===== src/hw/rtl/su3r_pkg.sv =====
// Package for the SU(3) third-row reconstruction block.
// Holds the value format, item and control types and the cross-product term table.
// No dependencies.
`default_nettype none

package su3r_pkg;

  // value format: two's complement, two integer bits
  localparam int VALUE_BITS   = 32;
  localparam int FRAC_BITS    = VALUE_BITS - 2;
  localparam int PROD_W       = 2 * VALUE_BITS;
  localparam int ACC_W        = PROD_W + 2;

  localparam int PASS_COUNT   = 12;
  localparam int MATRIX_COUNT = 18;
  localparam int LANE_COUNT   = MATRIX_COUNT - PASS_COUNT;
  localparam int TERM_COUNT   = 4;
  localparam int POS_W        = 5;
  localparam int IDX_W        = $clog2(PASS_COUNT);
  localparam int LANE_W       = $clog2(LANE_COUNT);
  localparam int TERM_W       = $clog2(TERM_COUNT);

  localparam logic [POS_W-1:0] POS_LAST = POS_W'(MATRIX_COUNT - 1);

  // round to nearest, halves upwards
  localparam logic signed [ACC_W-1:0] ROUND_HALF = ACC_W'(1) << (FRAC_BITS - 1);

  // lane sequencing steps
  localparam int STEP_W = 3;
  localparam logic [STEP_W-1:0] STEP_LAST_MUL = 3'd3;
  localparam logic [STEP_W-1:0] STEP_ACC_LOAD = 3'd1;
  localparam logic [STEP_W-1:0] STEP_LAST_ACC = 3'd4;
  localparam logic [STEP_W-1:0] STEP_FIN      = 3'd5;
  localparam logic [STEP_W-1:0] STEP_DONE     = 3'd6;

  typedef struct packed {
    logic signed [VALUE_BITS-1:0] row_one_col_zero_re;
    logic signed [VALUE_BITS-1:0] row_one_col_zero_im;
    logic signed [VALUE_BITS-1:0] row_one_col_one_re;
    logic signed [VALUE_BITS-1:0] row_one_col_one_im;
    logic signed [VALUE_BITS-1:0] row_one_col_two_re;
    logic signed [VALUE_BITS-1:0] row_one_col_two_im;
    logic signed [VALUE_BITS-1:0] row_two_col_zero_re;
    logic signed [VALUE_BITS-1:0] row_two_col_zero_im;
    logic signed [VALUE_BITS-1:0] row_two_col_one_re;
    logic signed [VALUE_BITS-1:0] row_two_col_one_im;
    logic signed [VALUE_BITS-1:0] row_two_col_two_re;
    logic signed [VALUE_BITS-1:0] row_two_col_two_im;
  } in_item_t;

  typedef struct packed {
    logic signed [VALUE_BITS-1:0] element_value;
    logic [POS_W-1:0]             element_position;
    logic                         last_of_matrix;
  } out_item_t;

  typedef struct packed {
    logic mul_en;
    logic acc_load;
    logic acc_en;
    logic fin_en;
  } lane_ctrl_t;

  typedef struct packed {
    logic [IDX_W-1:0] a;
    logic [IDX_W-1:0] b;
    logic             neg;
  } term_t;

  // Operand indices and sign of each product term of each third-row value
  function automatic term_t term_sel(input logic [LANE_W-1:0] lane,
                                     input logic [TERM_W-1:0] term);
    term_t t;
    t = '0;
    case ({lane, term})
      {3'd0, 2'd0}: t = '{4'd2, 4'd10, 1'b0};
      {3'd0, 2'd1}: t = '{4'd4, 4'd8,  1'b1};
      {3'd0, 2'd2}: t = '{4'd3, 4'd11, 1'b1};
      {3'd0, 2'd3}: t = '{4'd5, 4'd9,  1'b0};
      {3'd1, 2'd0}: t = '{4'd4, 4'd9,  1'b0};
      {3'd1, 2'd1}: t = '{4'd2, 4'd11, 1'b1};
      {3'd1, 2'd2}: t = '{4'd5, 4'd8,  1'b0};
      {3'd1, 2'd3}: t = '{4'd3, 4'd10, 1'b1};
      {3'd2, 2'd0}: t = '{4'd4, 4'd6,  1'b0};
      {3'd2, 2'd1}: t = '{4'd0, 4'd10, 1'b1};
      {3'd2, 2'd2}: t = '{4'd5, 4'd7,  1'b1};
      {3'd2, 2'd3}: t = '{4'd1, 4'd11, 1'b0};
      {3'd3, 2'd0}: t = '{4'd0, 4'd11, 1'b0};
      {3'd3, 2'd1}: t = '{4'd4, 4'd7,  1'b1};
      {3'd3, 2'd2}: t = '{4'd1, 4'd10, 1'b0};
      {3'd3, 2'd3}: t = '{4'd5, 4'd6,  1'b1};
      {3'd4, 2'd0}: t = '{4'd0, 4'd8,  1'b0};
      {3'd4, 2'd1}: t = '{4'd2, 4'd6,  1'b1};
      {3'd4, 2'd2}: t = '{4'd1, 4'd9,  1'b1};
      {3'd4, 2'd3}: t = '{4'd3, 4'd7,  1'b0};
      {3'd5, 2'd0}: t = '{4'd2, 4'd7,  1'b0};
      {3'd5, 2'd1}: t = '{4'd0, 4'd9,  1'b1};
      {3'd5, 2'd2}: t = '{4'd3, 4'd6,  1'b0};
      {3'd5, 2'd3}: t = '{4'd1, 4'd8,  1'b1};
      default:      t = '0;
    endcase
    return t;
  endfunction

endpackage

`default_nettype wire


===== src/hw/rtl/su3r_out_seq.sv =====
// Output merge and sequencer: gathers the twelve passed values and the six lane results
// into one bank and shifts them out one item per cycle unless stalled. Depends on su3r_pkg.
`default_nettype none

module su3r_out_seq (
  input  wire logic                                                   clk,
  input  wire logic                                                   rst_n,
  input  wire logic                                                   load,
  input  wire su3r_pkg::in_item_t                                     pass_item,
  input  wire logic [su3r_pkg::LANE_COUNT-1:0][su3r_pkg::VALUE_BITS-1:0] lane_res,
  input  wire logic                                                   out_stall,
  output logic                                                        out_valid,
  output su3r_pkg::out_item_t                                         out_item,
  output logic                                                        free
);

  logic [su3r_pkg::PASS_COUNT-1:0][su3r_pkg::VALUE_BITS-1:0] pass_vec;
  logic [su3r_pkg::VALUE_BITS-1:0] bank_r [su3r_pkg::MATRIX_COUNT];
  logic [su3r_pkg::POS_W-1:0]      pos_r, pos_nxt;
  logic                            valid_r, valid_nxt;
  logic                            take;
  logic                            at_last;

  // first field sits at the top of the packed struct
  assign pass_vec = pass_item;

  assign take    = valid_r && !out_stall;
  assign at_last = (pos_r == su3r_pkg::POS_LAST);
  assign free    = !valid_r || (take && at_last);

  // advance position, drop valid after the last item
  always_comb begin
    valid_nxt = valid_r;
    pos_nxt   = pos_r;
    if (load) begin
      valid_nxt = 1'b1;
      pos_nxt   = '0;
    end else if (take) begin
      if (at_last) begin
        valid_nxt = 1'b0;
      end else begin
        pos_nxt = pos_r + 1'b1;
      end
    end
  end

  always_ff @(posedge clk) begin
    if (!rst_n) begin
      valid_r <= 1'b0;
      pos_r   <= '0;
    end else begin
      valid_r <= valid_nxt;
      pos_r   <= pos_nxt;
    end
  end

  // load the whole matrix, or shift by one on each taken item
  always_ff @(posedge clk) begin
    if (load) begin
      for (int k = 0; k < su3r_pkg::PASS_COUNT; k++) begin
        bank_r[k] <= pass_vec[su3r_pkg::PASS_COUNT-1-k];
      end
      for (int k = 0; k < su3r_pkg::LANE_COUNT; k++) begin
        bank_r[su3r_pkg::PASS_COUNT+k] <= lane_res[k];
      end
    end else if (take) begin
      for (int k = 0; k < su3r_pkg::MATRIX_COUNT-1; k++) begin
        bank_r[k] <= bank_r[k+1];
      end
    end
  end

  assign out_valid                 = valid_r;
  assign out_item.element_value    = $signed(bank_r[0]);
  assign out_item.element_position = pos_r;
  assign out_item.last_of_matrix   = at_last;

endmodule

`default_nettype wire


===== config.mk =====
export PLATFORM = sky130hd
export DESIGN_NAME = su3r_out_seq
export DESIGN_NICKNAME = d
export VERILOG_FILES = /design/src/hw/rtl/su3r_pkg.sv /design/src/hw/rtl/su3r_out_seq.sv
export SDC_FILE = /design/constraint.sdc
export NUM_CORES = 1
export LEC_CHECK = 0
export ABC_AREA = 0
export BUFFER_PORTS_ARGS = -buffer_cell sky130_fd_sc_hd__buf_2
export CORE_ASPECT_RATIO = 0.9
export CORE_MARGIN = 2
export CORE_UTILIZATION = 44
export CTS_BUF_LIST = sky130_fd_sc_hd__clkbuf_8
export CTS_CLUSTER_DIAMETER = 100
export DETAILED_ROUTE_END_ITERATION = 8
export MAX_ROUTING_LAYER = met4
export PLACE_DENSITY = 0.66
export SKIP_CTS_REPAIR_TIMING = 1
export SLEW_MARGIN = 5
export SYNTH_ARGS = -nofsm -noshare
export SYNTH_HDL_FRONTEND = slang
export SYNTH_SLANG_ARGS = --single-unit

===== constraint.sdc =====
create_clock -name clk -period 24.6 [get_ports clk]
set_input_delay 7.38 -clock clk [delete_from_list [all_inputs] [get_ports clk]]
set_output_delay 7.38 -clock clk [all_outputs]
set_load 0.01 [all_outputs]

Word level (Yosys, flattened, before mapping)
Memory sizes are Yosys's and may differ from the RTL's.
Cells that the tools add are included.
- bitwise logic cells: 19
- shift-type cells: 0
- reduce and logical (&&, ||, !) cells: 10
- div/mod/pow operators: 0
- multiplexer cells: 25
- $lt $le $gt $ge: 0
- $add $sub $neg: 1
- eq/ne operators: 1
- multiply operators: 0
- operators with widths (operator ; number):
    32-bit 2-to-1 mux ; 17
    1-bit bitwise OR ; 17
    1-bit 2-to-1 mux ; 8
    5-bit by 1-bit adder with 5-bit output, second input constant ; 1
    5-bit == test, second input constant ; 1
    2-bit AND reduction ; 2
    2-bit nonzero test ; 2
    1-bit logical AND ; 2
    1-bit zero test ; 2
    1-bit NOT ; 2
    2-bit OR reduction ; 1
    1-bit logical OR ; 1
- memory bits (read-only): 0
- RAM bits: 576
- memories: 1
- flip-flop bits (word level): 6
- latch bits: 0
- logic and storage cells: 59
- memory list (name ; words ; width ; rd ports ; clocked after memory_dff ; write ports ; line ; RTL):
    bank_r ; 18 ; 32 ; 18 ; 0 ; 18 ; su3r_out_seq.sv:18 ; logic [su3r_pkg::VALUE_BITS-1:0] bank_r [su3r_pkg::MATRIX_COUNT];

Depth between registers and ports, before layout
- depth in word-level cells: 6
- depth in mapped cells: 6
- gate-level depth less buffers: 5

Least setup slack after synthesis
Ideal clock, no wire load.
- kind: in2reg
- from: in load
- to: mem bank_r[0][0] (netlist bit) (enable)
- cell stages on the path: 1
- path slack: 3251 ps
- library setup time: 1012 ps
- arrival time: 20337 ps
- path buffers: 0
- cells stage by stage: nand2b_1
- RTL lines (element ; line ; RTL):
    start, declared ; su3r_out_seq.sv:8 ; input wire logic load,
    end, declared ; su3r_out_seq.sv:18 ;

Worst setup path after layout
- from: in out_stall
- to: out free
- word-level cells in the longest chain between the ends: 4
- RTL lines (element ; line ; RTL):
    start, declared ; su3r_out_seq.sv:11 ; input wire logic out_stall,
    1-bit zero test ; su3r_out_seq.sv:27 ; assign take = valid_r && !out_stall;
    1-bit logical AND ; su3r_out_seq.sv:27 ;
    1-bit logical AND ; su3r_out_seq.sv:29 ; assign free = !valid_r || (take && at_last);
    1-bit logical OR ; su3r_out_seq.sv:29 ;
    end, declared ; su3r_out_seq.sv:14 ; output logic free
Every way passes these cells.

==> results.txt <==
* Status: completed
- Clock latency at the later pin of the worst-skew pair: 0.66 ns
- Static timing analysis puts the maximum clock frequency at 0.06590 GHz.
* Number of DRC violations after detailed routing: 0
- Unrepaired setup endpoints after global routing: no
* Number of synthesized register bits: 582
* Yosys warns: 0
- Period Utilization, post-route: 61.69%
* Mapped Avg Cell Area: 20.38 sq um
- Among the stages of the critical path, the cell type that occurs most often is sky130_fd_sc_hd__buf_2.
* First-pass iteration count of the detailed router: 4
- Worst Path Required: 17.22 ns
- In the final layout, the share of cells above drive strength 1 is 65.55%.
- Summed over all cells, the static leakage comes to 11.83 nW.
- Post-layout min period: 15.18 ns
- The critical path goes through buf_2, o21ai_0, buf_2.
* Total clock buffers created by CTS: 96
* Detailed-route via count: 13130
- Core footprint: 55710 sq um
- The worst hold path passes through 2 cells.
* Count of endpoints failing hold in the final timing report: 0
- The worst setup path is launched from a primary input.
- Overall routing resource usage: 19.01%
- Starting density of the core: 44.59%
- In this run the core area contains 82 standard-cell rows.
- For this run, the register share of the synthesized area comes to 70.10%.
- First-pass GRT wire length: 80.74 mm
- Maximum buffer depth of the clock tree: 3
- In the final design database the tool counted 2468 nets.
- P&R area growth vs syn: 22.29%
- Floorplan die height: 229.4 microns
* Die outline width: 254.5 microns
- On the worst path, the slowest cell contributes a delay of 0.16 ns.
- 620 I/O pins were placed.
- Register cell area after layout: 17420 sq um
- The root buffer cell chosen for the clock tree is sky130_fd_sc_hd__clkbuf_8.
- The min-delay analysis places its worst path in the category reg -> reg.
* Critical Path End Type: primary output
- Routed WL per cell: 19.73 microns
- The floorplan step defined a die boundary enclosing 58380 sq um.
* Leftover overflow at the end of global routing: 0
* Cell with the largest stage delay on the worst path: sky130_fd_sc_hd__buf_2
- Launch point of the worst hold path: pos_r[4]
* Mapped Area: 24840 sq um
- Counting cells, the worst reg-to-reg path comes to 6.
* Filler instances: 4506
- Critical path type: in -> out
- TritonCTS built the clock tree.
* Area of the multi-input gates: 6922 sq um
* Maximum number of pins on one net before global-route repair: 166
* Share of the core filled with cells in the final layout: 54.53%
* Max_cap viols: 0
- The worst register-to-register path ends at bank_r[5][11].
- Buffers added on ports: 619
* Fin Setup TNS: 0 ns
- In the routed layout, each cell is associated on average with a via count of 4.725.
* Number of global-route vias before repair: 13920
- CP max FO: 4
* CP arrival: 7.80 ns
- The clock drives 582 sinks.
- Slew Limit Headroom: 26.05%
- Synth Net Count: 1801
* Initial antenna violation count: 60
- Setup violations remaining at the end of the flow were counted as 0.
- Worst reg2reg startpoint: out_valid
- The setup check on the worst reg-to-reg path leaves a slack of 19.51 ns.
- Detailed placement finished with a half-perimeter wire length of 38.92 mm.
- RePlAce Congestion: 0.8245
- Post-synthesis cell count: 1219
- The number of different library cells used by synthesis comes to 21.
- Clock input transition at the sequential cells of the worst setup and hold paths: 0.06 ns
- Worst Skew: 0.03154 ns
- Max-slew violations: 0
- The worst-case IR drop observed on VDD is 0.05282 mV.
* H-tree Lvls: 3
- At the pin with the least slew margin, the transition time is 1.109 ns.
* Final routed wirelength across all metal layers: 54.82 mm
- DRT antenna net count: 0
- After the first detailed-routing iteration, the DRC count stood at 746.
- For hold timing, the worst endpoint is pos_r[4].
- P per Cell Area: 70.73 nW/um^2
==> kinds of logic (layout without fill, tap and decap cells) <==
logic type	Yosys count	in the layout	share of synthesized area [%]
simple gates	15	15	0.4129
other cells	0	57	0
fa+ha+maj	2	2	0.1007
flops	582	582	70.10
mux	544	544	27.07
buf+inv	64	810	2.065
compound gates	12	12	0.2418
==> cells in the final DEF, fill, tap and decap left out, drive strengths merged <==
master,netlist,routed
a21oi,6,6
buf,61,631
bufinv,0,2
clkbuf,1,98
clkinv,0,35
clkinvlp,0,3
dfxtp,6,6
diode,0,57
edfxtp,576,576
ha,2,2
inv,2,41
mux2,544,544
nand2,2,2
nand2b,3,3
nand3,1,1
nand3b,1,1
nor2,2,2
nor4bb,1,1
o21ai,6,6
or3,5,5
==> worst max-delay path: cells and delay by family <==
kind                   cells  cell delay, ns
buffers and inverters      2            0.27
AO/OA/AOI/OAI              1            0.15
==> layer usage <==
metal,vias up,wire [microns],global-route usage (%)
li1,6267,-,-
met1,6284,20820,20.81
met2,490,26720,30.57
met3,86,6188,8.751
met4,0,1083,6.268
met5,-,0,-
==> cell type report <==
type,count,share of cell area [%]
Tap cell,756,3.113
Clock buffer,98,4.439
Clock inverter,79,1.268
Multi-Input combinational cell,573,22.78
Inverter,2,0.02471
Sequential cell,582,57.33
Antenna cell,57,0.4695
Timing Repair Buffer,631,10.58
==> per-stage QoR <==
stage,hold WS [ns],std cells,total power (W),instance area (sq um),setup slack [ns]
2_1_floorplan,0.5097,1219,0.001361,24840,3.251
3_3_place_gp,0.4823,2544,0.001395,28500,9.413
3_5_place_dp,0.4991,2544,0.001403,28500,9.411
4_1_cts,0.5074,2721,0.002178,30240,9.411
5_1_grt,0.5445,2777,0.002242,30380,9.392
6_report,0.5163,2778,0.002149,30380,9.425
==> report_power, final <==
part           switching, W  leakage (nW)  internal (W)
clock              0.000377          1.01      0.000392
combinational     0.0000724          5.07      0.000103
sequential        0.0000197          5.76       0.00119
==> synthesized netlist by cell type <==
| cell type | count | area share [%] |
|---|---|---|
| sky130_fd_sc_hd__nand3_1 | 1 | 0.020 |
| sky130_fd_sc_hd__ha_1 | 2 | 0.10 |
| sky130_fd_sc_hd__nor2_1 | 1 | 0.015 |
| sky130_fd_sc_hd__nand2b_4 | 1 | 0.055 |
| sky130_fd_sc_hd__inv_1 | 2 | 0.030 |
| sky130_fd_sc_hd__nor4bb_1 | 1 | 0.040 |
| sky130_fd_sc_hd__edfxtp_1 | 576 | 70 |
| sky130_fd_sc_hd__buf_6 | 19 | 0.86 |
| sky130_fd_sc_hd__nor2_4 | 1 | 0.045 |
| sky130_fd_sc_hd__dfxtp_1 | 6 | 0.48 |
| sky130_fd_sc_hd__clkbuf_1 | 1 | 0.015 |
| sky130_fd_sc_hd__mux2_4 | 160 | 9.7 |
| sky130_fd_sc_hd__nand3b_1 | 1 | 0.030 |
| sky130_fd_sc_hd__nand2b_1 | 2 | 0.050 |
| sky130_fd_sc_hd__nand2_1 | 2 | 0.030 |
| sky130_fd_sc_hd__or3_1 | 5 | 0.13 |
| sky130_fd_sc_hd__a21oi_1 | 6 | 0.12 |
| sky130_fd_sc_hd__mux2_2 | 384 | 17 |
| sky130_fd_sc_hd__o21ai_0 | 6 | 0.12 |
| sky130_fd_sc_hd__buf_2 | 11 | 0.22 |
| sky130_fd_sc_hd__buf_4 | 31 | 0.94 |
==> how the worst max path moves through the flow <==
stage	from	endpoint	slack, ns
6_report	out_stall	free	9.42
3_3_place_gp	out_stall	free	9.41
3_5_place_dp	out_stall	free	9.41
5_1_grt	out_stall	free	9.39
2_1_floorplan	load	bank_r[0][0]	3.25
4_1_cts	out_stall	free	9.41
==> registers in the layout (all words and copies together), names as in the netlist <==
register	flops
bank_r	576
out_valid	1
pos_r	5
No activity file was read; power rests on OpenSTA's default activity.
